`src/hdl/timestamp_ordered_multi_fifo_top_macros.svh`:
```
// Assertion helpers shared by the block's RTL files.
// Each macro checks on the rising edge of clk and is disabled while rst_n is low.
`ifndef TIMESTAMP_ORDERED_MULTI_FIFO_TOP_MACROS_SVH
`define TIMESTAMP_ORDERED_MULTI_FIFO_TOP_MACROS_SVH

// The consequent must hold in the same cycle as the antecedent.
`define TOMF_ASSERT_SAME(lbl, ante, cons, msg) \
  lbl: assert property (@(posedge clk) disable iff (!rst_n) (ante) |-> (cons)) \
    else $error(msg);

// The consequent must hold in the cycle after the antecedent.
`define TOMF_ASSERT_NEXT(lbl, ante, cons, msg) \
  lbl: assert property (@(posedge clk) disable iff (!rst_n) (ante) |=> (cons)) \
    else $error(msg);

`endif

```
`src/hdl/tomf_ram.sv`:
```
`default_nettype none

module tomf_ram #(
  parameter int WIDTH = 8,
  parameter int DEPTH = 16
) (
  input  wire logic                     clk,
  input  wire logic                     we,
  input  wire logic [$clog2(DEPTH)-1:0] waddr,
  input  wire logic [WIDTH-1:0]         wdata,
  input  wire logic                     re,
  input  wire logic [$clog2(DEPTH)-1:0] raddr,
  output logic      [WIDTH-1:0]         rdata
);

  logic [WIDTH-1:0] mem [DEPTH];

  always_ff @(posedge clk) begin
    if (we) begin
      mem[waddr] <= wdata;
    end
    if (re) begin
      rdata <= mem[raddr];
    end
  end

endmodule

`default_nettype wire

```
`config.mk`:
```
export PLATFORM = sky130hd
export DESIGN_NAME = tomf_ram
export DESIGN_NICKNAME = d
export VERILOG_FILES = /design/src/hdl/timestamp_ordered_multi_fifo_top_macros.svh /design/src/hdl/tomf_ram.sv
export SDC_FILE = /design/constraint.sdc
export NUM_CORES = 1
export LEC_CHECK = 0
export BUFFER_PORTS_ARGS = -buffer_cell sky130_fd_sc_hd__buf_2
export CORE_ASPECT_RATIO = 1.5
export CORE_MARGIN = 2
export CORE_UTILIZATION = 40
export CTS_CLUSTER_SIZE = 10
export DETAILED_ROUTE_END_ITERATION = 8
export HOLD_SLACK_MARGIN = 0.15
export PLACE_DENSITY = 0.59
export SLEW_MARGIN = 25
export SYNTH_ARGS = -nofsm -noshare
export SYNTH_HDL_FRONTEND = slang
export SYNTH_SLANG_ARGS = --single-unit
```
`constraint.sdc`:
```
create_clock -name clk -period 4.54 [get_ports clk]
set_input_delay 0.227 -clock clk [delete_from_list [all_inputs] [get_ports clk]]
set_output_delay 0.227 -clock clk [all_outputs]
set_load 0.01 [all_outputs]
```
* Word level (Yosys, flattened, before mapping)
Memory sizes are Yosys's and may differ from the RTL's. A register that Yosys moved wholly into a read port is not among the register bits.
Cells that the tools add are included.
** Cells by class
- Multiplexer cells :: 2
** Operators with widths (count)
- $mux W1 :: 2
** Word-level totals
- Logic and storage cells :: 3
- Bits in registers :: 0
- Memories kept :: 1
- Output and inout bits :: 8
- Memory bits (writable) :: 128
** Memories
- mem :: depth 16, width 8, rd ports 1, clocked after memory_dff 1, write ports 1, RTL line tomf_ram.sv:16 : logic [WIDTH-1:0] mem [DEPTH];

* Logic depth before layout (Yosys ltp)
Gate-level depths: netlist of run 1.
- Depth in word-level cells :: 2
- Gate-level depth with buffers :: 5
- Depth with buffers taken out :: 3

* Least setup slack after synthesis of run 1
OpenSTA, ideal clock, no wires.
- Path kind :: input to register
- From :: input waddr[2]
- To :: memory mem[0][0], enable pin
- Path slack :: 2.820 ns
- Stages on the path :: 2
- Data arrival time :: 1.337 ns
- Cell sequence :: or3b_2 > nor3_1
** RTL lines
- start: declaration :: RTL line tomf_ram.sv:9 : input wire logic [$clog2(DEPTH)-1:0] waddr,
- end: declaration :: RTL line tomf_ram.sv:16
Straight into the memory's write port.

==> results of run 1 <==
==> final cells by class <==
| class | instances | share of cell area, % |
|---|---|---|
| Clock buffer | 21 | 7.31 |
| Clock inverter | 10 | 1.35 |
| Multi-Input combinational cell | 83 | 17.6 |
| Sequential cell | 136 | 67.8 |
| Tap cell | 159 | 3.30 |
| Timing Repair Buffer | 29 | 2.58 |
==> worst register-to-register path, delay by kind of cell, from the launching register on <==
kind | cells | cell delay [ns]
multiplexers | 1 | 0.52
flip-flops | 1 | 0.36
AO/OA/AOI/OAI | 1 | 0.26
AND/OR/NAND/NOR | 1 | 0.08
==> path summary, 6_finish.rpt <==
| kind | end | cells past startpoint |
|---|---|---|
| max | rdata[5] | 4 |
| min | rdata[3] | 1 |
| max reg2reg | rdata[5] | 3 |
| min reg2reg | rdata[4] | 3 |
==> cell usage after synthesis, drive strengths merged, types with 2 or more instances <==
master         count  area share (%)
edfxtp           136              78
mux4              32              15
a22oi             16             2.3
nor2              13            0.93
nand2              9            0.65
buf                7             1.1
nor3               4            0.38
clkdlybuf4s25      3            0.57
nand2b             2            0.24
nand3b             2            0.29
==> metrics by stage <==
step / util (%) / hold slack [ns] / instances / area [µm²]
2_1_floorplan: - / 0.326 / 229 / 5230
3_3_place_gp: 42.7 / 0.602 / 407 / 5500
3_5_place_dp: 42.7 / 0.603 / 407 / 5500
4_1_cts: 46.7 / 0.168 / 438 / 6020
5_1_grt: 46.7 / 0.170 / 438 / 6020
6_report: 46.7 / 0.179 / 438 / 6020
==> kinds of logic after synthesis <==
family | synth area share [%]
flip-flops | 78.1
buffers and inverters | 1.65
AND/OR/NAND/NOR | 3.14
AO/OA/AOI/OAI | 2.30
multiplexers | 14.8
==> report_power, final <==
group	internal, W	switching (W)	total [W]
logic	0.0000495	0.0000736	0.000123
clock network	0.000740	0.000475	0.00122
registers	0.00142	0.00000620	0.00142
total	0.00221	0.000555	0.00276
==> per-layer routing <==
layer	GRT usage, %	share of wire, %	routed length [µm]	up-vias
met5	0	0	0	-
met4	5.26	1.2	118	0
met3	4.93	4.3	424	11
met2	26.4	54	5320	74
met1	18.4	41	4070	1228
li1	-	-	-	1059
==> registers in the layout, summed over array words and instances, names as in the netlist <==
signal	count
mem	128
rdata	8
==> metrics.md, run 1 <==
| Metric | Value |
|---|---|
| RSZ-0062 raised after global routing | `no` |
| H-tree depth | `4` |
| Post-route setup TNS | `0 ns` |
| Ys flop type | `edfxtp_1` |
| Yosys reg bits | `136` |
| Die Y-Extent | `roughly 140 µm` |
| Worst path bufs/invs | `1` |
| Ys async rst share | `0%` |
| CTS resizes | `0` |
| Fin nets | `286` |
| Syn Inst Count | `about 230` |
| Hold_buf cts | `0` |
| Final setup viols | `0` |
| Syn nets | `between 200 and 250` |
| Yosys warning total | `0` |
| Post-route worst setup slack | `2.96 ns` |
| Post-Syn Area per Cell | `roughly 23 µm²` |
| Die X | `slightly below 100 µm` |
| Crit path max-delay family | `multiplexers` |
| Post-synth cell types | `18` |
| Peak supply drop | `0.255 mV` |
| Via count of the first global-routing pass | `between 2000 and 2500` |
| Biggest cell delay along the critical path | `around 0.64 ns` |
| Initial Util | `40.6%` |
| Diodes inserted | `0` |
| Register area | `about 0.0041 mm²` |
| Fmax | `roughly 630 MHz` |
| Commonest non-fill, non-tap cells in the layout | `136 x edfxtp_1, 25 x buf_2, 18 x mux4_2, 17 x clkbuf_16, 16 x a22oi_1` |
| Rows | `51` |
| Leak | `slightly below 2 nW` |
| Critical Path RT | `4.70 ns` |
| Cts bufs inserted | `17` |
| CTS root buf | `clkbuf_16` |
| Clock sinks | `about 140` |
| First-pass GRT wire length | `15100 µm` |
| Hold Crit Class | `primary input to register` |
| Endpoint type of the worst setup path | `register` |
| Final hold vios | `0` |
| Clk slew on worst S/H paths | `about 0.060 ns` |
| Max clock buf depth | `2` |
| Post-CTS Setup Inserts | `0` |
| Slew Limit Fails | `0` |
| Hpwl dp | `6410 µm` |
| Max-cap violations | `0` |
| Routed WL | `9920 µm` |
| Worst Setup Start Kind | `primary input` |
| Worst hold start | `re` |
| Critical Path AT | `1.73 ns` |
| Place WS | `between 2 and 3 ns` |
| Core area | `0.0129 mm²` |
| Critical-path top delay cell | `mux4_1` |
| PortBufs | `26` |
| Vias | `2372` |
| Synthesized area | `approximately 0.0052 mm²` |
| Initial antenna violation count | `0` |
| FF-to-FF setup slack | `3.06 ns` |
| # fillers | `1092` |
| Status | `completed` |
| Post-synth EDFFs | `~140` |
| Reg2reg start | `mem[1][5]` |
| Overall power | `0.00276 W` |
| Layout cell share with drive strength beyond 1 | `26.5%` |
| DRT Pass-1 Iters | `4` |
| Clk_skew | `0.00636 ns` |
| Crit Path Class | `primary input to register` |
| Power Dens Cells | `458 mW/mm²` |
| Pin slew with the least headroom to its limit | `around 0.96 ns` |
| Drt wl/cell | `22.7 µm` |
| Slew Limit Headroom | `a little over a third` |
| Peak fanout along the critical path | `32` |
| Clk_lat worst skew | `roughly 0.4 ns` |
| Multi-input logic area | `between 0.001 and 0.0015 mm²` |
| Tot GR Track Use | `roughly 15%` |
| Via density | `between 5 and 6` |
| Seq/Total Area, Yosys | `around 78%` |
| Iter 0 DRT Violations | `~220` |
| Num ports | `27` |
| CTS tree | `built` |
| Crit-path cells | `buf_4 -> mux4_1 -> a22oi_1 -> nand2_1` |
| Commonest non-fill, non-tap cell in the layout | `edfxtp_1` |
| Period minus WS final | `1.58 ns` |
| Post-route ant nets | `0` |
| Area growth syn-to-layout | `15.2%` |
| # DRC | `0` |
| GPL Wtd Cong | `0.704` |
| Post-route clock period utilization | `34.7%` |
| Die area | `0.0140 mm²` |
| Total gr overflow | `0` |
| Worst setup path startpoint | `raddr[0]` |
| Largest net degree at the start of global routing | `33` |
No activity file was read; power rests on OpenSTA's default activity.
==> inputs of run 2 (changes only) <==
--- a/config.mk
+++ b/config.mk
@@ -12,7 +12,7 @@
 export CTS_CLUSTER_SIZE = 10
 export DETAILED_ROUTE_END_ITERATION = 8
 export HOLD_SLACK_MARGIN = 0.15
-export PLACE_DENSITY = 0.59
+export PLACE_DENSITY = 0.61
 export SLEW_MARGIN = 25
 export SYNTH_ARGS = -nofsm -noshare
 export SYNTH_HDL_FRONTEND = slang
==> constraint.sdc (replaced) <==
create_clock -name clk -period 1.4 [get_ports clk]
set_input_delay 0.07 -clock clk [delete_from_list [all_inputs] [get_ports clk]]
set_output_delay 0.07 -clock clk [all_outputs]
set_load 0.01 [all_outputs]
==> run 2 against run 1 <==
Hold slack better by 0.044 ns; critical endpoint is now rdata[3]; utilization is 3.2 points higher; sequential share of layout area is 4.3 points lower; combinational power grew to 4.0 times the previous value; critical path type is now register to register; clock skew is 0.0012 ns lower.
==> metrics.md, run 2 (synthesis results as in run 1) <==
| Metric | Value |
|---|---|
| Num ports | `27 (unchanged)` |
| Biggest regs | `mem x128, rdata x8` |
| Largest net degree at the start of global routing | `19 (-42%)` |
| Clk slew on worst S/H paths | `0.06 ns (about the same)` |
| Die Y-Extent | `144 µm (unchanged)` |
| Rows | `51 (unchanged)` |
| Fmax | `726 MHz` |
| Diodes inserted | `0 (unchanged)` |
| Post-route setup TNS | `0 ns (unchanged)` |
| Peak fanout along the critical path | `1 (-97%)` |
| Fin nets | `318 (+11%)` |
| CTS root buf | `clkbuf_16` |
| Die X | `97.3 µm (unchanged)` |
| Routed WL | `10200 µm (+2.6%)` |
| Hold path cells | `3 (+2)` |
| GPL Wtd Cong | `0.739 (+4.9%)` |
| M3 GR Usage | `3.82% (-1.1 points)` |
| Initial antenna violation count | `0 (unchanged)` |
| Post-route clock period utilization | `98.4%` |
| Period minus WS final | `1.38 ns` |
| Largest Register | `mem` |
| Pin slew with the least headroom to its limit | `0.966 ns (+0.00587 ns)` |
| Final core occ | `49.9% (+3.2 points)` |
| Endpoint type of the worst setup path | `register` |
| Crit Path Class | `register to register` |
| Via count of the first global-routing pass | `2644 (+9.3%)` |
| Via density | `5.31 (-1.9%)` |
| Die area | `0.0140 mm² (unchanged)` |
| Vias | `2498 (+5.3%)` |
| Core area | `0.0129 mm² (unchanged)` |
| Register area | `0.00408 mm² (unchanged)` |
| Critical Path AT | `1.53 ns (-0.20 ns)` |
| Slew Limit Headroom | `35.5% (-0.29 points)` |
| Slew Limit Fails | `0 (unchanged)` |
| Final Cell Area | `0.00643 mm² (+6.8%)` |
| Worst-case reg-to-reg path depth | `3 (unchanged)` |
| Peak supply drop | `0.684 mV (+170%)` |
| Layout cell share with drive strength beyond 1 | `41.5% (+15 points)` |
| Drt wl/cell | `21.7 µm (-4.4%)` |
| Hpwl dp | `6880 µm (+7.4%)` |
| Area growth syn-to-layout | `23.0%` |
| Largest register FFs | `128 (unchanged)` |
| Met2 Use GR | `27.3% (+0.95 points)` |
| PortBufs | `26 (unchanged)` |
| Placement Cell Area | `0.00571 mm² (+3.8%)` |
| Multi-input logic area | `0.00108 mm² (+2.1%)` |
| Post-route ant nets | `0 (unchanged)` |
| Post-CTS Setup Inserts | `0 (unchanged)` |
| Commonest non-fill, non-tap cells in the layout | `136 x edfxtp_1, 32 x mux4_2, 26 x buf_2, 23 x buf_4, 17 x clkbuf_16` |
| RSZ-0062 raised after global routing | `yes` |
| Max-cap violations | `0 (unchanged)` |
| Status | `completed` |
| Max clock buf depth | `2 (unchanged)` |
| Cts bufs inserted | `17 (unchanged)` |
| Clock sinks | `136 (unchanged)` |
| Total gr overflow | `0 (unchanged)` |
| Met1 Use GR | `18.4% (+0.053 points)` |
| Initial Util | `40.6% (unchanged)` |
| Final hold vios | `0 (unchanged)` |
| # fillers | `1071 (-1.9%)` |
| Final setup viols | `0 (unchanged)` |
| DRT Pass-1 Iters | `4 (unchanged)` |
| H-tree depth | `4 (unchanged)` |
| Iter 0 DRT Violations | `208 (-3.7%)` |
| GRT Max-Usage Layer | `met2` |
| Power Dens Cells | `1500 mW/mm² (+230%)` |
| Tot GR Track Use | `15.5% (+0.19 points)` |
| # DRC | `0 (unchanged)` |
| Hold Crit Class | `primary input to register` |
| Leak | `2.12 nW (+7.3%)` |
| Worst Setup Start Kind | `register` |
| Clk_skew | `0.00520 ns (-0.00115 ns)` |
| Clk_lat worst skew | `0.41 ns (about the same)` |
| Commonest non-fill, non-tap cell in the layout | `edfxtp_1` |
| Critical Path RT | `1.56 ns (-3.14 ns)` |
| CTS tree | `built` |
| First-pass GRT wire length | `15700 µm (+3.6%)` |
==> run 2: routing by layer <==
| layer | vias up | routed length [µm] |
|---|---|---|
| met1 | 1292 | 4150 |
| met3 | 17 | 408 |
| met5 | - | 0 |
| li1 | 1104 | - |
| met2 | 85 | 5420 |
| met4 | 0 | 206 |
==> run 2: where the power goes <==
group	switching (W)	internal, W	total [W]
clock	0.00157	0.00294	0.00451
combinational	0.000266	0.000228	0.000494
sequential	0.0000228	0.00459	0.00461
==> run 2: critical path, cell delays in order (launching register included) <==
cell and delay (ns):
edfxtp_1 0.37, mux4_2 0.48, a22oi_2 0.19, nand2_1 0.08
==> run 2: final timing paths <==
check | to | startpoint | slack [ns]
setup / recovery | rdata[3] | mem[2][3] | 0.02
hold reg to reg | rdata[0] | mem[13][0] | 0.74
setup reg to reg | rdata[3] | mem[2][3] | 0.02
hold / removal | mem[0][4] | waddr[0] | 0.22
==> run 2: final cells by class <==
class,instances,area share [%]
clock buffers,17,6.62
clock inverters,14,2.84
multi-input cells,83,16.9
flip-flops and latches,136,63.5
well taps,159,3.09
repair buffers,61,7.05
==> run 2: per-stage QoR <==
| stage | worst slack, ns | instances | hold WS (ns) | power [W] |
|---|---|---|---|---|
| detailed placement | -0.204 | 430 | 0.443 | 0.00514 |
| CTS | 0.000257 | 470 | 0.210 | 0.00968 |
| finish | 0.0229 | 470 | 0.223 | 0.00962 |
| global placement | -0.183 | 430 | 0.448 | 0.00513 |
| global route | -0.0342 | 470 | 0.225 | 0.00993 |
| floorplan | 0.0476 | 229 | 0.169 | 0.00493 |
==> run 2: repair_timing <==
item	CTS	global route
endpoints found under the hold margin	136	0
pin swaps	1	10
hold buffers	9	0
resized for setup	14	15
endpoints found under the setup margin	8	8
==> inputs of run 3 (changes only) <==
--- a/config.mk
+++ b/config.mk
@@ -12,7 +12,6 @@
 export CTS_CLUSTER_SIZE = 10
 export DETAILED_ROUTE_END_ITERATION = 8
 export HOLD_SLACK_MARGIN = 0.15
-export PLACE_DENSITY = 0.61
 export SLEW_MARGIN = 25
 export SYNTH_ARGS = -nofsm -noshare
 export SYNTH_HDL_FRONTEND = slang
==> run 3 against run 2 <==
Critical path type unchanged; worst setup slack got worse by 0.019 ns; largest power group unchanged; maximum frequency decreased by 1.4%; sequential power about the same; largest cell class unchanged; highest routed layer unchanged; hold slack worse by 0.0087 ns.
==> metrics.md, run 3 (synthesis results as in run 1) <==
| Metric | Value |
|---|---|
| Status | `completed` |
| Fmax | `716 MHz (-1.4%)` |
| Peak fanout along the critical path | `1 (unchanged)` |
| Clk slew on worst S/H paths | `0.06 ns (about the same)` |
| Leak | `2.15 nW (+1.2%)` |
| Commonest non-fill, non-tap cell in the layout | `edfxtp_1` |
| Fin nets | `321 (+0.94%)` |
| M3 GR Usage | `4.54% (+0.72 points)` |
| Final hold vios | `0 (unchanged)` |
| FF-to-FF setup slack | `0.003 ns (-0.02 ns)` |
| Critical Path RT | `1.57 ns (about the same)` |
| Clk_skew | `0.00753 ns (+0.00233 ns)` |
| Power Dens Cells | `1500 mW/mm² (+0.40%)` |
| Switching Fraction | `19.6% (+0.32 points)` |
| RSZ-0062 raised after global routing | `yes` |
| GRT Max-Usage Layer | `met2` |
| Reg2reg start | `mem[2][7]` |
| Clk_lat worst skew | `0.41 ns (about the same)` |
| Largest register FFs | `128 (unchanged)` |
| Largest net degree at the start of global routing | `21 (+2)` |
| P_int | `0.00777 W (about the same)` |
| Slew Limit Headroom | `35.8% (+0.38 points)` |
| DRT Pass-1 Iters | `4 (unchanged)` |
| Final Cell Area | `0.00643 mm² (about the same)` |
| Drt wl/cell | `21.1 µm (-2.5%)` |
| Met1 Use GR | `17.3% (-1.1 points)` |
| Core area | `0.0129 mm² (unchanged)` |
| Endpoint type of the worst setup path | `register` |
| Crit Path Class | `register to register` |
| Total gr overflow | `0 (unchanged)` |
| Peak supply drop | `0.994 mV (+45%)` |
| Die Y-Extent | `144 µm (unchanged)` |
| Net load switching power | `0.00190 W (+2.2%)` |
| Initial antenna violation count | `0 (unchanged)` |
| Area growth syn-to-layout | `23.1% (about the same)` |
| Met2 Use GR | `27.9% (+0.55 points)` |
| Via count of the first global-routing pass | `2678 (+1.3%)` |
| Pin slew with the least headroom to its limit | `0.959 ns (-0.00721 ns)` |
| H-tree depth | `4 (unchanged)` |
| Commonest non-fill, non-tap cells in the layout | `136 x edfxtp_1, 30 x mux4_2, 26 x buf_2, 26 x buf_4, 17 x clkbuf_16` |
| Dpl cells | `433 (+0.70%)` |
| Final setup viols | `0 (unchanged)` |
| PortBufs | `26 (unchanged)` |
| Combinational Power Share | `5.0% (about the same)` |
| Post-route clock period utilization | `99.8% (+1.4 points)` |
| Hold path cells | `3 (unchanged)` |
| Biggest regs | `mem x128, rdata x8` |
| Rows | `51 (unchanged)` |
| Slew Limit Fails | `0 (unchanged)` |
| Max clock buf depth | `2 (unchanged)` |
| Period minus WS final | `1.40 ns (+0.0194 ns)` |
| CTS root buf | `clkbuf_16` |
| Critical Path AT | `1.56 ns (+0.03 ns)` |
| Max-cap violations | `0 (unchanged)` |
| Initial Util | `40.6% (unchanged)` |
| Worst Setup Start Kind | `register` |
| Clock sinks | `136 (unchanged)` |
| Iter 0 DRT Violations | `170 (-18%)` |
| Clock share of power | `47.3% (+0.4 points)` |
| Post-route ant nets | `0 (unchanged)` |
| Worst hold start | `waddr[0]` |
| First-pass GRT wire length | `15500 µm (-1.1%)` |
| Hold Crit Class | `primary input to register` |
| Diodes inserted | `0 (unchanged)` |
| Die X | `97.3 µm (unchanged)` |
| # DRC | `0 (unchanged)` |
| Tot GR Track Use | `15.5% (-0.046 points)` |
| Hpwl dp | `6660 µm (-3.2%)` |
| GPL Wtd Cong | `0.699 (-5.4%)` |
| CTS tree | `built` |
| Finished Layout Cells | `473 (+0.64%)` |
| Vias | `2478 (-0.80%)` |
| Placement Cell Area | `0.00573 mm² (+0.39%)` |
| Register share of total power | `47.7% (-0.3 points)` |
| Worst-case reg-to-reg path depth | `3 (unchanged)` |
| Via density | `5.24 (-1.4%)` |
| Largest Register | `mem` |
| Cts bufs inserted | `17 (unchanged)` |
| Layout cell share with drive strength beyond 1 | `39.8% (-1.7 points)` |
| Post-CTS Setup Inserts | `0 (unchanged)` |
| Routed WL | `9990 µm (-1.9%)` |
| Num ports | `27 (unchanged)` |
| R2R Path End | `rdata[7]` |
| Worst Hold End | `mem[4][5]` |
| Die area | `0.0140 mm² (unchanged)` |
[run 3: cell count changes in the layout (fill, tap and decap cells not counted)]
cell,before,now
clkinv_1,3,2
mux4_1,0,2
clkbuf_1,0,1
clkinv_4,1,2
mux4_2,32,30
buf_4,23,26
a22oi_1,1,6
clkinvlp_4,5,4
a22oi_2,15,10
[run 3: worst max-delay path by stage]
stage                           to  cells after the start      start
after CTS                 rdata[3]                      3  mem[9][3]
after floorplan           rdata[1]                      5   raddr[0]
final                     rdata[7]                      3  mem[2][7]
after detailed placement  rdata[1]                      5   raddr[0]
after global routing      rdata[1]                      3  mem[2][1]
after global placement    rdata[5]                      5   raddr[0]
[run 3: power by group through the flow]
stage	Sequential, W	Combinational, W	Clock (W)
2_1_floorplan	0.00470	0.000232	0
3_3_place_gp	0.00469	0.000435	0
3_5_place_dp	0.00470	0.000447	0
4_1_cts	0.00461	0.000483	0.00467
5_1_grt	0.00462	0.000524	0.00484
6_report	0.00461	0.000484	0.00457
[run 3: through the flow]
step	total power [W]	hold slack [ns]	worst slack, ns	util, %	setup TNS (ns)
2_1_floorplan	0.00493	0.169	0.0476	-	0
3_3_place_gp	0.00513	0.441	-0.174	44.5	-1.07
3_5_place_dp	0.00514	0.445	-0.201	44.5	-1.19
4_1_cts	0.00977	0.189	0.000781	50.0	0
5_1_grt	0.00998	0.220	-0.0426	49.9	-0.0985
6_report	0.00967	0.214	0.00342	49.9	0
[run 3: layer usage]
layer	share of wire, %	wire [µm]	up-vias
li1	-	-	1117
met1	40	4020	1284
met2	55	5450	65
met3	3.6	361	12
met4	1.6	158	0
met5	0	0	-
[run 3: critical path: stages (launching register included)]
cell,delay [ns]
edfxtp_1,0.36
mux4_2,0.46
a22oi_1,0.26
nand2_1,0.08
[run 3: repair_timing]
action | CTS | global route
endpoints found under the hold margin | 136 | 0
setup endpoints to repair | 6 | 8
hold buffers | 9 | 0
resized for setup | 10 | 12
pin swaps | 4 | 6
[run 3: cell type report]
cell class | count | area [µm²]
clock buffer | 18 | 429
clock inverter | 13 | 180
fill | 1053 | 6450
multi-input combinational | 83 | 1070
sequential | 136 | 4080
tap | 159 | 199
timing repair buffer | 64 | 475
